### src/rtl/mesh_vertex_plane_contact_macros.svh
// Assertion macros shared by the RTL of the vertex-plane contact block.
// The implication forms take a clock, a synchronous reset, an antecedent and a consequent.
`ifndef MESH_VERTEX_PLANE_CONTACT_MACROS_SVH
`define MESH_VERTEX_PLANE_CONTACT_MACROS_SVH

`ifndef SYNTHESIS

// Consequent must hold in the same cycle as the antecedent.
`define MVPC_ASSERT_SAME(label, clk, rst, ante, cons) \
   label: assert property (@(posedge clk) disable iff (rst) (ante) |-> (cons)) \
      else $error("mvpc assertion failed");

// Consequent must hold in the cycle after the antecedent.
`define MVPC_ASSERT_NEXT(label, clk, rst, ante, cons) \
   label: assert property (@(posedge clk) disable iff (rst) (ante) |=> (cons)) \
      else $error("mvpc assertion failed");

`else

`define MVPC_ASSERT_SAME(label, clk, rst, ante, cons)

`define MVPC_ASSERT_NEXT(label, clk, rst, ante, cons)

`endif

`endif

### src/rtl/mvpc_pkg.sv
`timescale 1ns / 1ps

package mvpc_pkg;

   // Number formats: positions Q5.16, rotation and normal entries Q1.12.
   localparam int POS_W     = 22;
   localparam int ROT_W     = 14;
   localparam int FRAC_ROT  = 12;
   localparam int EPS_W     = 21;
   localparam int REG_W     = 64;
   localparam int CSR_ADDR_W = 6;

   localparam int POS_MAX    = (1 << (POS_W - 1)) - 1;
   localparam int POS_MIN    = -(1 << (POS_W - 1));
   localparam int ROUND_HALF = 1 << (FRAC_ROT - 1);

   // Internal widths, chosen to hold every intermediate exactly.
   localparam int PROD_W = 36;   // rotation entry times position
   localparam int ACC_W  = 40;   // three products plus shifted translation
   localparam int LOC_W  = 28;   // rounded transformed coordinate
   localparam int DP_W   = 42;   // normal entry times coordinate
   localparam int DOT_W  = 46;   // sum of three such products
   localparam int DIST_W = 34;   // signed distance
   localparam int NDP_W  = 48;   // normal entry times distance
   localparam int SAT_W  = 40;   // input width of the saturation function

   // Stream payload widths, padded to whole bytes.
   localparam int REQ_DATA_W = 72;
   localparam int RSP_DATA_W = 160;

   typedef logic signed [POS_W-1:0]  pos_type;
   typedef logic signed [PROD_W-1:0] prod_type;
   typedef logic signed [ACC_W-1:0]  acc_type;
   typedef logic signed [LOC_W-1:0]  loc_type;
   typedef logic signed [DP_W-1:0]   dp_type;
   typedef logic signed [DOT_W-1:0]  dot_type;
   typedef logic signed [DIST_W-1:0] dist_type;
   typedef logic signed [NDP_W-1:0]  ndp_type;
   typedef logic signed [SAT_W-1:0]  sat_type;

   // One pose row or the normal/offset register, as laid out in the register.
   typedef struct packed {
      logic [POS_W-1:0] trans;
      logic [ROT_W-1:0] rot_z;
      logic [ROT_W-1:0] rot_y;
      logic [ROT_W-1:0] rot_x;
   } pose_row_type;

   // Register indexes.
   typedef logic [2:0] reg_idx_type;
   localparam reg_idx_type REG_PLANE_ROW0 = 3'd0;
   localparam reg_idx_type REG_PLANE_ROW1 = 3'd1;
   localparam reg_idx_type REG_PLANE_ROW2 = 3'd2;
   localparam reg_idx_type REG_NORMAL     = 3'd3;
   localparam reg_idx_type REG_MESH_ROW0  = 3'd4;
   localparam reg_idx_type REG_MESH_ROW1  = 3'd5;
   localparam reg_idx_type REG_MESH_ROW2  = 3'd6;
   localparam reg_idx_type REG_EPSILON    = 3'd7;

   // Load enables of the six pipeline register sets.
   typedef struct packed {
      logic s6;
      logic s5;
      logic s4;
      logic s3;
      logic s2;
      logic s1;
   } pipe_adv_type;

   localparam sat_type SAT_HI = SAT_W'(POS_MAX);
   localparam sat_type SAT_LO = SAT_W'(POS_MIN);
   localparam pos_type POS_HI = POS_W'(POS_MAX);
   localparam pos_type POS_LO = POS_W'(POS_MIN);

   // Clamp a wide signed value to the position range.
   function automatic pos_type sat_pos(input sat_type x);
      pos_type r;
      if (x > SAT_HI) begin
         r = POS_HI;
      end else if (x < SAT_LO) begin
         r = POS_LO;
      end else begin
         r = x[POS_W-1:0];
      end
      return r;
   endfunction

endpackage

### src/rtl/mvpc_proj.sv
`timescale 1ns / 1ps

module mvpc_proj (
   input  logic                   clock,
   input  mvpc_pkg::pipe_adv_type adv,
   input  mvpc_pkg::pose_row_type nrm,
   input  mvpc_pkg::dist_type     d_in,
   input  mvpc_pkg::loc_type      p_in [3],
   input  mvpc_pkg::loc_type      m_in [3],
   output mvpc_pkg::pos_type      depth,
   output mvpc_pkg::pos_type      mesh_local [3],
   output mvpc_pkg::pos_type      plane_point [3]
);
   import mvpc_pkg::*;

   ndp_type nd_ff [3];
   ndp_type nd_in [3];
   loc_type p5_ff [3];
   pos_type depth5_ff;
   pos_type mesh5_ff [3];
   pos_type mesh5_in [3];
   pos_type depth_ff;
   pos_type mesh_ff [3];
   pos_type plane_ff [3];
   pos_type plane_in [3];
   ndp_type nd_round [3];

   // Fifth stage: normal times distance, depth and mesh-local saturation.
   always_comb begin
      nd_in[0] = NDP_W'($signed(nrm.rot_x)) * NDP_W'(d_in);
      nd_in[1] = NDP_W'($signed(nrm.rot_y)) * NDP_W'(d_in);
      nd_in[2] = NDP_W'($signed(nrm.rot_z)) * NDP_W'(d_in);
      for (int unsigned i = 0; i < 3; i++) begin
         mesh5_in[i] = sat_pos(SAT_W'(m_in[i]));
      end
   end

   // Sixth stage: subtract the rounded normal component and saturate.
   always_comb begin
      for (int unsigned i = 0; i < 3; i++) begin
         nd_round[i] = nd_ff[i] + NDP_W'(ROUND_HALF);
         plane_in[i] = sat_pos(SAT_W'(p5_ff[i])
                             - SAT_W'($signed(nd_round[i][NDP_W-1:FRAC_ROT])));
      end
   end

   always_ff @(posedge clock) begin
      if (adv.s5) begin
         nd_ff     <= nd_in;
         p5_ff     <= p_in;
         depth5_ff <= sat_pos(-SAT_W'(d_in));
         mesh5_ff  <= mesh5_in;
      end
      if (adv.s6) begin
         depth_ff <= depth5_ff;
         mesh_ff  <= mesh5_ff;
         plane_ff <= plane_in;
      end
   end

   assign depth       = depth_ff;
   assign mesh_local  = mesh_ff;
   assign plane_point = plane_ff;

endmodule

### config.mk
export PLATFORM = sky130hd
export DESIGN_NAME = mvpc_proj
export DESIGN_NICKNAME = d
export VERILOG_FILES = /design/src/rtl/mesh_vertex_plane_contact_macros.svh /design/src/rtl/mvpc_pkg.sv /design/src/rtl/mvpc_proj.sv
export SDC_FILE = /design/constraint.sdc
export NUM_CORES = 2
export LEC_CHECK = 0
export BUFFER_PORTS_ARGS = -buffer_cell sky130_fd_sc_hd__buf_2
export CAP_MARGIN = 40
export CORE_MARGIN = 1.5
export CORE_UTILIZATION = 24
export CTS_CLUSTER_DIAMETER = 50
export DETAILED_ROUTE_END_ITERATION = 16
export PLACE_DENSITY = 0.44
export SYNTH_ARGS = -nofsm -noshare
export SYNTH_HDL_FRONTEND = slang
export SYNTH_SLANG_ARGS = --single-unit
### constraint.sdc
create_clock -name clock -period 10 [get_ports clock]
set_input_delay 1 -clock clock [delete_from_list [all_inputs] [get_ports clock]]
set_output_delay 1 -clock clock [all_outputs]
set_load 0.02 [all_outputs]
# ---- After elaboration in Yosys (flattened, before gate mapping)
# Cells that the tools add are included.
dict set report totals {
  word_cells 48
  output_inout_bits 154
  ff_bits 470
}
dict set report op_classes {
  n_addsub 7
  multipliers 3
  order_cmp 14
  mux 7
}
# operator n
set op_table {}
lappend op_table {{$mux 22} 7}
lappend op_table {{$add 48x13->48 const B} 3}
lappend op_table {{$mul 14x34->48} 3}
lappend op_table {{$gt 37x22->1 const B} 3}
lappend op_table {{$lt 37x22->1 const B} 3}
lappend op_table {{$sub 28x36->37} 3}
lappend op_table {{$gt 28x22->1 const B} 3}
lappend op_table {{$lt 28x22->1 const B} 3}
lappend op_table {{$gt 40x22->1 const B} 1}
lappend op_table {{$lt 40x22->1 const B} 1}
lappend op_table {{$neg 34->40} 1}

# ---- Depth between registers and ports, before layout
dict set report depth {
  ltp_word 4
  ltp_mapped 27
}

# ---- Worst setup path before layout
# No wires, ideal clock.
dict set report synth_timing {
  kind {input port to flip-flop}
  from {input port nrm[27] (netlist bit)}
  to {register nd_ff[93] (netlist bit), data pin}
  required_ns 9.742
  arrival_ns 7.447
  path_stages 24
  setup_time_ns 0.258
  setup_slack_ns 2.295
  cell_sequence {inv_1 -> clkbuf_1 -> clkbuf_1 -> nor2_1 -> fa_1 -> fa_1 -> fa_1 -> fa_1 -> fa_1 -> inv_1 -> fa_1 -> inv_1 -> ha_1 -> a2111oi_0 -> o21ai_0 -> a31o_2 -> a221oi_1 -> o211ai_1 -> nand4_1 -> a31o_2 -> o21ai_0 -> o41ai_1 -> o21ba_2 -> xnor2_1}
}
# element line_no
set synth_lines {}
lappend synth_lines {{start, declared} mvpc_proj.sv:6} ;# input mvpc_pkg::pose_row_type nrm,
lappend synth_lines {{end signal, assigned} mvpc_proj.sv:49} ;# nd_ff <= nd_in;
lappend synth_lines {{end, declared} mvpc_proj.sv:16} ;# ndp_type nd_ff [3];

==> reports/metrics.cfg <==
[logic_synthesis]
ys_seq_area_share_pct = 18.6
synth_mux_area_share_pct = 0.0726
synth_top_area_share_pct = 37.0
ys_types = 93
synthSimpleGateAreaFrac_pct = 15.6
synth_seq_cells = 437
synth_ff_type = edfxtp_1
synth_warnings = 0
yosys-top-cells-area = fa_1 (37%), edfxtp_1 (19%), inv_1 (7.7%)
syn_avg_cell_area_um2 = 9.68
syn_area_mm2 = 0.0706
ys_top_cells_by_count = inv_1 (1449), fa_1 (1305), nand2_1 (830)
synth_largest_area_cell = fa_1
synth_fa_ha_area_share_pct = 44.5
ys_async_sr_fraction_pct = 0
synthesis.nets = 9299
yosysMostFrequentCell = inv_1
synth_top_family_by_area = adder cells
synth-edff-count = 437
synth_xor_area_share_pct = 4.14
synth_cells = 7297
synth_compound_area_share_pct = 7.31

[grt]
met3_usage_pct = 1.77
grt_util_met1_pct = 19.4
gr-usage-all-layers_pct = 14.5
grt_pass1_wl_mm = 334
busiest_layer = met2
grt_pass1_vias = 55001
grt_antenna_before_repair = 62
grt_use_met2_pct = 25.2
grt_max_degree = 123
gr-total-overflow = 0

[sta]
tns_ns = 0
fin_crit_sh_pct = 83.7
grt_setup_unrepaired = false
slew_violations = 0
setup_violations = 0
skew_ns = 0.0645
hold_violations = 0
slew_headroom_pct = 37.7
worst_pin_slew_ns = 0.935
fmax_mhz = 119
min_period_ns = 8.37

[floorplanning]
row_count = 198
die_area_mm2 = 0.298
dieHeight_um = 545
start_util_pct = 24.2
top_level_ports = 427
chipWidth_um = 545
core_area_mm2 = 0.292

[worst_setup_path]
worstSetupPathType = in2reg
reg2reg_slack_ns = 3.94
required_ns = 10.45
worst_setup_path_end_kind = flip-flop
arrival_ns = 8.83
cp_max_fo = 24
startpoint_type = input pin

[final_layout]
layout.area.seq_mm2 = 0.0131
fin_nets = 9508
drive_above_1_share_pct = 8.82
fillers = 31253
finish.utilization_pct = 27.2
synthToLayoutAreaGrowth_pct = 12.2
multi_input_area_mm2 = 0.0507

[place]
gp_congestion = 0.835
io_buffers = 400
dp_hpwl_mm = 173

[route]
dr.pass1.iters = 5
drc = 0
wl_mm = 215
ant_nets = 0
drt_iter0_drc = 2959
via_per_inst = 4.40
wire_per_inst_um = 18.8
vias = 50444

[cts]
cts_resized = 0
htree_levels = 2
tritoncts = built
post_cts_buffers = 0
cts_hold_buf = 0
insertion_delay_ns = 0.68
cts-buffers-inserted = 60
cts.sinks = 437
clk_pin_slew_ns = 0.06
root_buffer = clkbuf_16
clk_path_buf_depth = 3

[run_status]
status = finished clean

[min_path]
hold_class = reg2reg

[flow_run]
cap_violations = 0

## critical path, stage by stage
cell,delay [ns]
buf_2,0.59
buf_4,0.52
nor2_1,0.13
fa_1,0.52
fa_1,0.52
fa_1,0.51
fa_1,0.51
fa_1,0.54
inv_1,0.06
fa_1,0.53
inv_1,0.06
ha_1,0.39
nand4_1,0.12
nor3_1,0.24
nand2_1,0.13
o211ai_1,0.74
nand4_1,0.26
a31o_2,0.34
o21ai_0,0.47
o41ai_1,0.19
o21ba_2,0.23
xnor2_1,0.14
## per-stage QoR
| stage | instances | hold WS [ns] | area [µm²] | setup WS [ns] |
|---|---|---|---|---|
| 6_report | 11462 | 0.400 | 79300 | 1.63 |
| 3_5_place_dp | 11343 | 0.405 | 77200 | 0.948 |
| 3_3_place_gp | 11327 | 0.401 | 76900 | 1.01 |
| 5_1_grt | 11456 | 0.398 | 79300 | 1.30 |
| 4_1_cts | 11449 | 0.387 | 79200 | 1.70 |
| 2_1_floorplan | 7297 | 0.400 | 70600 | 2.30 |
## registers in the layout, indices dropped and copies added (netlist names)
register,flops
nd_ff,111
depth5_ff,22
plane_point,66
p5_ff,84
depth,22
mesh5_ff,66
mesh_local,66
## logic make-up (layout without fill, tap and decap cells)
group / after synthesis / in the layout
other: 0 / 12
and+or+nand+nor: 2217 / 2217
xor gates and xnor gates: 334 / 334
buffers and inverters: 1822 / 2075
muxes: 5 / 5
adders and majority gates: 1729 / 1729
DFF: 437 / 437
AOI/OAI and AO/OA: 753 / 753
## cell type report
class                           instances  area share, %
Multi-Input combinational cell       5038           63.9
Sequential cell                       437           16.6
Inverter                             1449           6.86
Tap cell                             3900           6.16
Timing Repair Buffer                  520           4.00
Clock buffer                           67           1.95
Clock inverter                         39          0.552
Antenna cell                           12         0.0379
## per-layer routing
layer | vias to the layer above | routed length [µm]
met5 | - | 138
met4 | 22 | 3450
met3 | 203 | 10200
met2 | 1153 | 104000
met1 | 26061 | 97400
li1 | 23005 | -
## cell usage in the layout (no fill, tap or decap), types with 9 or more instances in the layout
| cell type | Yosys | layout |
|---|---|---|
| inv_1 | 1449 | 1449 |
| fa_1 | 1305 | 1305 |
| nand2_1 | 830 | 830 |
| and2_1 | 697 | 697 |
| edfxtp_1 | 437 | 437 |
| ha_1 | 424 | 424 |
| buf_2 | 17 | 397 |
| nor2_1 | 274 | 274 |
| xnor2_1 | 186 | 186 |
| a21oi_1 | 175 | 175 |
| xor2_1 | 148 | 148 |
| a21o_1 | 137 | 137 |
| buf_4 | 5 | 103 |
| o21ai_0 | 104 | 101 |
| o21a_1 | 97 | 97 |
| nand3_1 | 82 | 82 |
| nand4_1 | 64 | 64 |
| nor3_1 | 61 | 61 |
| clkbuf_16 | 0 | 61 |
| and3_1 | 51 | 51 |
| nand2b_1 | 35 | 35 |
| nor2b_1 | 33 | 33 |
| a31oi_1 | 32 | 31 |
| a211oi_1 | 30 | 30 |
| nor4_1 | 24 | 24 |
| o21bai_1 | 21 | 21 |
| o211ai_1 | 15 | 15 |
| or2_2 | 15 | 15 |
| o21ai_1 | 11 | 14 |
| buf_12 | 0 | 13 |
| diode_2 | 0 | 12 |
| or3_1 | 10 | 10 |
| a2111oi_0 | 10 | 10 |
| o31ai_1 | 10 | 9 |
## path summary, 6_finish.rpt
path	start	endpoint	depth (start not counted)
worst max register to register	nd_ff[109]	plane_point[51]	20
worst max-delay path	d_in[2]	nd_ff[93]	22
worst min-delay path	depth5_ff[7]	depth[7]	0
worst min register to register	depth5_ff[7]	depth[7]	0
Power is not shown: default switching activity piles up to over one toggle a cycle in this logic, so the estimate is an artifact.
