File: config.mk
export PLATFORM = sky130hd
export DESIGN_NAME = mvpc_dist
export DESIGN_NICKNAME = d
export VERILOG_FILES = /design/src/rtl/mesh_vertex_plane_contact_macros.svh /design/src/rtl/mvpc_pkg.sv /design/src/rtl/mvpc_dist.sv
export SDC_FILE = /design/constraint.sdc
export NUM_CORES = 2
export LEC_CHECK = 0
export BUFFER_PORTS_ARGS = -buffer_cell sky130_fd_sc_hd__buf_4
export CAP_MARGIN = 40
export CORE_ASPECT_RATIO = 0.5
export CORE_MARGIN = 3
export CORE_UTILIZATION = 50
export CTS_CLUSTER_SIZE = 40
export DETAILED_ROUTE_END_ITERATION = 8
export GPL_TIMING_DRIVEN = 0
export PLACE_DENSITY_LB_ADDON = 0.2
export SYNTH_ARGS = -nofsm -noshare
export SYNTH_HDL_FRONTEND = slang
export SYNTH_SLANG_ARGS = --single-unit
File: constraint.sdc
create_clock -name clock -period 7.4 [get_ports clock]
set_input_delay 1.11 -clock clock [delete_from_list [all_inputs] [get_ports clock]]
set_output_delay 1.11 -clock clock [all_outputs]
set_load 0.02 [all_outputs]
File: src/rtl/mesh_vertex_plane_contact_macros.svh
// Assertion macros shared by the RTL of the vertex-plane contact block.
// The implication forms take a clock, a synchronous reset, an antecedent and a consequent.
`ifndef MESH_VERTEX_PLANE_CONTACT_MACROS_SVH
`define MESH_VERTEX_PLANE_CONTACT_MACROS_SVH

`ifndef SYNTHESIS

// Consequent must hold in the same cycle as the antecedent.
`define MVPC_ASSERT_SAME(label, clk, rst, ante, cons) \
   label: assert property (@(posedge clk) disable iff (rst) (ante) |-> (cons)) \
      else $error("mvpc assertion failed");

// Consequent must hold in the cycle after the antecedent.
`define MVPC_ASSERT_NEXT(label, clk, rst, ante, cons) \
   label: assert property (@(posedge clk) disable iff (rst) (ante) |=> (cons)) \
      else $error("mvpc assertion failed");

`else

`define MVPC_ASSERT_SAME(label, clk, rst, ante, cons)

`define MVPC_ASSERT_NEXT(label, clk, rst, ante, cons)

`endif

`endif

File: src/rtl/mvpc_pkg.sv
`timescale 1ns / 1ps

package mvpc_pkg;

   // Number formats: positions Q5.16, rotation and normal entries Q1.12.
   localparam int POS_W     = 22;
   localparam int ROT_W     = 14;
   localparam int FRAC_ROT  = 12;
   localparam int EPS_W     = 21;
   localparam int REG_W     = 64;
   localparam int CSR_ADDR_W = 6;

   localparam int POS_MAX    = (1 << (POS_W - 1)) - 1;
   localparam int POS_MIN    = -(1 << (POS_W - 1));
   localparam int ROUND_HALF = 1 << (FRAC_ROT - 1);

   // Internal widths, chosen to hold every intermediate exactly.
   localparam int PROD_W = 36;   // rotation entry times position
   localparam int ACC_W  = 40;   // three products plus shifted translation
   localparam int LOC_W  = 28;   // rounded transformed coordinate
   localparam int DP_W   = 42;   // normal entry times coordinate
   localparam int DOT_W  = 46;   // sum of three such products
   localparam int DIST_W = 34;   // signed distance
   localparam int NDP_W  = 48;   // normal entry times distance
   localparam int SAT_W  = 40;   // input width of the saturation function

   // Stream payload widths, padded to whole bytes.
   localparam int REQ_DATA_W = 72;
   localparam int RSP_DATA_W = 160;

   typedef logic signed [POS_W-1:0]  pos_type;
   typedef logic signed [PROD_W-1:0] prod_type;
   typedef logic signed [ACC_W-1:0]  acc_type;
   typedef logic signed [LOC_W-1:0]  loc_type;
   typedef logic signed [DP_W-1:0]   dp_type;
   typedef logic signed [DOT_W-1:0]  dot_type;
   typedef logic signed [DIST_W-1:0] dist_type;
   typedef logic signed [NDP_W-1:0]  ndp_type;
   typedef logic signed [SAT_W-1:0]  sat_type;

   // One pose row or the normal/offset register, as laid out in the register.
   typedef struct packed {
      logic [POS_W-1:0] trans;
      logic [ROT_W-1:0] rot_z;
      logic [ROT_W-1:0] rot_y;
      logic [ROT_W-1:0] rot_x;
   } pose_row_type;

   // Register indexes.
   typedef logic [2:0] reg_idx_type;
   localparam reg_idx_type REG_PLANE_ROW0 = 3'd0;
   localparam reg_idx_type REG_PLANE_ROW1 = 3'd1;
   localparam reg_idx_type REG_PLANE_ROW2 = 3'd2;
   localparam reg_idx_type REG_NORMAL     = 3'd3;
   localparam reg_idx_type REG_MESH_ROW0  = 3'd4;
   localparam reg_idx_type REG_MESH_ROW1  = 3'd5;
   localparam reg_idx_type REG_MESH_ROW2  = 3'd6;
   localparam reg_idx_type REG_EPSILON    = 3'd7;

   // Load enables of the six pipeline register sets.
   typedef struct packed {
      logic s6;
      logic s5;
      logic s4;
      logic s3;
      logic s2;
      logic s1;
   } pipe_adv_type;

   localparam sat_type SAT_HI = SAT_W'(POS_MAX);
   localparam sat_type SAT_LO = SAT_W'(POS_MIN);
   localparam pos_type POS_HI = POS_W'(POS_MAX);
   localparam pos_type POS_LO = POS_W'(POS_MIN);

   // Clamp a wide signed value to the position range.
   function automatic pos_type sat_pos(input sat_type x);
      pos_type r;
      if (x > SAT_HI) begin
         r = POS_HI;
      end else if (x < SAT_LO) begin
         r = POS_LO;
      end else begin
         r = x[POS_W-1:0];
      end
      return r;
   endfunction

endpackage

File: src/rtl/mvpc_dist.sv
`timescale 1ns / 1ps

module mvpc_dist (
   input  logic                     clock,
   input  mvpc_pkg::pipe_adv_type   adv,
   input  mvpc_pkg::pose_row_type   nrm,
   input  logic [mvpc_pkg::EPS_W-1:0] eps,
   input  mvpc_pkg::loc_type        p_in [3],
   output mvpc_pkg::loc_type        p_out [3],
   output mvpc_pkg::dist_type       d_out,
   output logic                     contact
);
   import mvpc_pkg::*;

   dp_type   np_ff [3];
   dp_type   np_in [3];
   loc_type  p3_ff [3];
   loc_type  p4_ff [3];
   dist_type d_ff;
   dist_type d_in;
   logic     contact_ff;
   logic     contact_in;
   dot_type  dot;
   dist_type eps_s;

   // Third stage: normal entries times the plane-local coordinates.
   always_comb begin
      np_in[0] = DP_W'($signed(nrm.rot_x)) * DP_W'(p_in[0]);
      np_in[1] = DP_W'($signed(nrm.rot_y)) * DP_W'(p_in[1]);
      np_in[2] = DP_W'($signed(nrm.rot_z)) * DP_W'(p_in[2]);
   end

   // Fourth stage: round the dot product, add the offset and test against epsilon.
   always_comb begin
      dot = DOT_W'(np_ff[0]) + DOT_W'(np_ff[1]) + DOT_W'(np_ff[2]) + DOT_W'(ROUND_HALF);
      d_in = dot[FRAC_ROT +: DIST_W] + DIST_W'($signed(nrm.trans));
      eps_s = DIST_W'({1'b0, eps});
      contact_in = d_in < eps_s;
   end

   always_ff @(posedge clock) begin
      if (adv.s3) begin
         np_ff <= np_in;
         p3_ff <= p_in;
      end
      if (adv.s4) begin
         d_ff       <= d_in;
         contact_ff <= contact_in;
         p4_ff      <= p3_ff;
      end
   end

   assign p_out   = p4_ff;
   assign d_out   = d_ff;
   assign contact = contact_ff;

endmodule

-- After elaboration in Yosys (flattened, before gate mapping)
Cells that the tools add are included.
- flip-flop bits (word level): 329
- latch bits: 0
- RAM bits: 0
- ROM bits: 0
- input bits: 176
- output and inout port bits: 119
- logic and storage cells: 19
- memories kept: 0
- add/subtract/negate cells: 4
- $mul: 3
- div/mod/pow operators: 0
- $lt $le $gt $ge: 1
- equal/unequal tests: 0
- shift-type cells: 0
- muxes and demuxes: 0
- bitwise logic cells: 0
- reductions and logical operators: 0
- operators by type and width (operator ; count):
    multiplier 14 x 28 -> 42 bit ; 3
    adder 44 x 13 -> 45 bit, second input constant ; 1
    adder 43 x 42 -> 44 bit ; 1
    adder 42 x 42 -> 43 bit ; 1
    adder 33 x 22 -> 34 bit ; 1
    < comparator 34 x 22 -> 1 bit ; 1

-- Depth between registers and ports, before layout
- word-level depth: 5
- depth in mapped cells: 35
- gate-level depth less buffers: 34

-- Least setup slack after synthesis
OpenSTA, ideal clock, no wires.
- kind: in2reg
- start: input port nrm[16] (netlist name)
- end: register np_ff[81] (netlist name) (data pin)
- setup time: 0.272 ns
- data arrival time: 7.311 ns
- data required time: 7.128 ns
- slack: -0.183 ns
- stages: 22
- cell sequence: clkbuf_1 > buf_1 > nand2_1 > fa_1 > inv_1 > fa_1 > inv_1 > fa_1 > inv_1 > fa_1 > fa_1 > fa_1 > ha_1 > a211o_1 > o311ai_4 > a31oi_1 > o211a_1 > o2111ai_2 > nand2_2 > a311o_1 > nor4b_1 > or4b_1
- RTL lines (item ; line ; RTL):
    start, declared ; mvpc_dist.sv:6 ; input mvpc_pkg::pose_row_type nrm,
    end signal, assigned ; mvpc_dist.sv:43 ; np_ff <= np_in;
    end, declared ; mvpc_dist.sv:15 ; dp_type np_ff [3];

==> impl_metrics.env <==
export IMPL_hpwlAfterDp_um=126200
export IMPL_r2r_start="np_ff[9]"
export IMPL_routed_wl_um=147600
export IMPL_min_period_over_period_pct=98.11
export IMPL_syn_to_final_growth_pct=10.46
export IMPL_cts_max_path_buffers=3
export IMPL_syn_mean_instance_area_um2=10.24
export IMPL_ys_ff_latch=329
export IMPL_ys_warn_count=0
export IMPL_cts_tree="done"
export IMPL_rows=85
export IMPL_port_buffers=266
export IMPL_initialDrtViolationCount=2661
export IMPL_start_kind="primary input"
export IMPL_fin_skew_ns=0.01948
export IMPL_initial_utilization_pct=50.86
export IMPL_crit_fanout=10
export IMPL_grt_first_pass_wirelength_um=233900
export IMPL_yosysSeqAreaShare_pct=17.91
export IMPL_clock_sinks=329
export IMPL_max_cap_violations=0
export IMPL_grt_pass1_vias=41570
export IMPL_clk_latency_ns=0.63
export IMPL_fillers=9589
export IMPL_multiInputGateArea_mm2=0.04086
export IMPL_drt_pass1_iterations=5
export IMPL_register_area_mm2=0.009879
export IMPL_hold_depth=0
export IMPL_clock_root_buffer="clkbuf_16"
export IMPL_setup_viol=0
export IMPL_hold_violations=0
export IMPL_worst_slew_pin_slew_ns=0.9236
export IMPL_dr_wl_met2_um=70180
export IMPL_syn_nets=7117
export IMPL_drcViolationCount=0
export IMPL_viasPerCell=5.361
export IMPL_fmax_mhz=137.7
export IMPL_wl_met1_um=63020
export IMPL_maxSlewHeadroom_pct=38.42
export IMPL_drive_above_1_share_pct=9.411
export IMPL_synth_top_area_share_pct=41.04
export IMPL_outcome="finished, final reports clean"
export IMPL_ctsHtreeMaxLevel=2
export IMPL_ios=295
export IMPL_dr_total_vias=38350
export IMPL_clk_pin_slew_ns=0.07
export IMPL_postSynth_topFlopCell="edfxtp_1"
export IMPL_grt_overflow=0
export IMPL_holdWs_ns=0.4059
export IMPL_grt_max_degree=109
export IMPL_synth_edf_count=329
export IMPL_syn_instance_count=5387
export IMPL_grt_usage_pct=26.74
export IMPL_maxSlewViolCount=0
export IMPL_dieArea_mm2=0.1146
export IMPL_topRoutingLayerUsed="met4"
export IMPL_wl_per_cell_um=20.62
export IMPL_crit_start="p_in[37]"
export IMPL_r2r_cells=33
export IMPL_synthTopCellsByArea="fa_1, edfxtp_1, ha_1, inv_1, and2_1"
export IMPL_die_h_um=240.9
export IMPL_critPathCaptureType="flip-flop"
export IMPL_r2r_end="contact"
export IMPL_netlist_area_mm2=0.05517
export IMPL_fp_dieW_um=475.8
export IMPL_synth_top_cell_by_area="fa_1"
export IMPL_ant_nets=0
export IMPL_numCtsBuffers=37
export IMPL_synth_distinct_cells=80
export IMPL_rrSetupSlack_ns=0.19
export IMPL_async_flop_share_pct=0
export IMPL_gp_congestion=0.9351
export IMPL_antenna_found_initial=8
export IMPL_wl_met3_um=10750
export IMPL_worstPathRequired_ns=7.75
export IMPL_fin_nets=7419
export IMPL_core_area_mm2=0.1085
export IMPL_fin_crit_ns=7.260
export IMPL_crit_type="primary input to flip-flop"
export IMPL_endpoint="np_ff[81]"
export IMPL_arrival_ns=7.61
export IMPL_min_path_type="flip-flop to flip-flop"
export IMPL_rsz0062_at_grt="true"
registers in the layout, indices dropped and copies added, names as in the netlist:
signal and cells:
contact 1, p_out 84, d_out 34, p3_ff 84, np_ff 126
layout by cell type (no fill, tap or decap), types with 6 or more instances in the layout:
master	netlist	routed
buf_6	1	9
clkbuf_1	193	72
o21ai_0	91	81
nor2b_1	15	15
nand4_1	17	17
inv_1	1063	1062
o21bai_1	16	16
or3_1	8	8
nand2_1	713	710
a21o_1	97	97
buf_4	1	293
a31oi_1	10	6
a21oi_1	144	136
o22ai_1	7	7
o21ai_1	2	8
a211o_1	9	9
and3_1	15	15
nand2b_1	106	106
and2_1	461	461
nor3_1	27	25
xnor2_1	131	129
nand3_1	43	41
or2_2	6	6
edfxtp_1	329	329
o31ai_1	7	6
xor2_1	51	49
o21a_1	25	25
clkbuf_16	0	37
fa_1	1131	1131
a211oi_1	17	14
buf_2	1	13
o211ai_1	9	9
clkbuf_4	0	19
clkbuf_2	1	62
ha_1	423	415
nor2_1	96	95
stage by stage:
step	instance area [um2]	setup WS [ns]	utilization [%]	instances	TNS (ns)
finish	60940	0.1396	56.17	7154	0
global route	60930	-0.1871	56.17	7153	-0.2098
CTS	60420	-0.04429	55.70	7150	-0.04429
detailed placement	59040	-1.370	54.43	7090	-45.37
global placement	58970	-1.308	54.36	7088	-38.79
floorplan	55180	0.001928	-	5387	0
critical path, stage by stage:
cell       delay, ns
buf_4           0.15
buf_2           0.22
and2_1          0.21
fa_1            0.51
inv_1           0.06
fa_1            0.57
fa_1            0.45
fa_1            0.51
inv_1           0.06
fa_1            0.48
fa_1            0.51
ha_2            0.32
a21oi_1         0.14
o21ai_1         0.12
o41ai_2         0.44
o21ai_2         0.11
o211a_1         0.27
o2111ai_2       0.21
nand2_2         0.11
a311o_1         0.36
nor4b_1         0.15
or4b_1          0.53
per-layer routing:
layer | GRT usage (%) | up-vias
li1 | - | 17240
met1 | 36.88 | 19790
met2 | 44.02 | 1118
met3 | 5.002 | 208
met4 | 6.735 | 0
met5 | 0 | -
kinds of logic (layout without fill, tap and decap cells):
group / Yosys count / after routing / share of synthesized area [%]
other: 0 / 2 / 0
AO/OA/AOI/OAI: 505 / 505 / 6.033
XOR/XNOR: 182 / 182 / 2.889
multiplexers: 5 / 5 / 0.09525
adder cells (fa/ha/maj): 1554 / 1554 / 50.64
AND/OR/NAND/NOR: 1542 / 1542 / 13.77
buffers and inverters: 1270 / 1600 / 8.666
flip-flops: 329 / 329 / 17.91
repair_timing:
action | in CTS | in global routing
buffers inserted | 3 | 19
hold buffers | 0 | 0
pin swaps | 5 | 24
setup endpoints to repair | 39 | 28
resized for setup | 73 | 237
worst min path at each step:
stage,slack (ns),end,start
global route,0.42,p_out[22],p3_ff[22]
global placement,0.40,p_out[69],p3_ff[69]
CTS,0.41,p_out[23],p3_ff[23]
floorplan,0.40,p_out[0],p3_ff[0]
detailed placement,0.40,p_out[34],p3_ff[34]
finish,0.41,p_out[23],p3_ff[23]
synthesized netlist by cell type, types with 7 or more instances:
master	instances
nor2_1	96
nand4_1	17
a21o_1	97
fa_1	1131
nand2_1	713
edfxtp_1	329
nand3_1	43
o211ai_1	9
buf_1	10
or3_1	8
o21ai_0	91
nor2b_1	15
ha_1	423
nand2b_1	106
a211oi_1	17
nor3_1	27
xnor2_1	131
a21oi_1	144
xor2_1	51
a211o_1	9
and2_1	461
clkbuf_1	193
o21bai_1	16
o21a_1	25
inv_1	1063
o31ai_1	7
o22ai_1	7
a31oi_1	10
and3_1	15
layout make-up:
type / count / area share [%]
multi-input combinational: 3788 / 67.06
timing repair buffer: 290 / 3.663
clock inverter: 24 / 0.4661
buffer: 180 / 1.534
tap: 1435 / 2.946
antenna: 2 / 0.008213
inverter: 1063 / 6.554
clock buffer: 43 / 1.556
sequential: 329 / 16.21
Power is left out: the tool's default activity adds up to more than one toggle a clock period on the data nets, which glitch-free logic cannot reach.
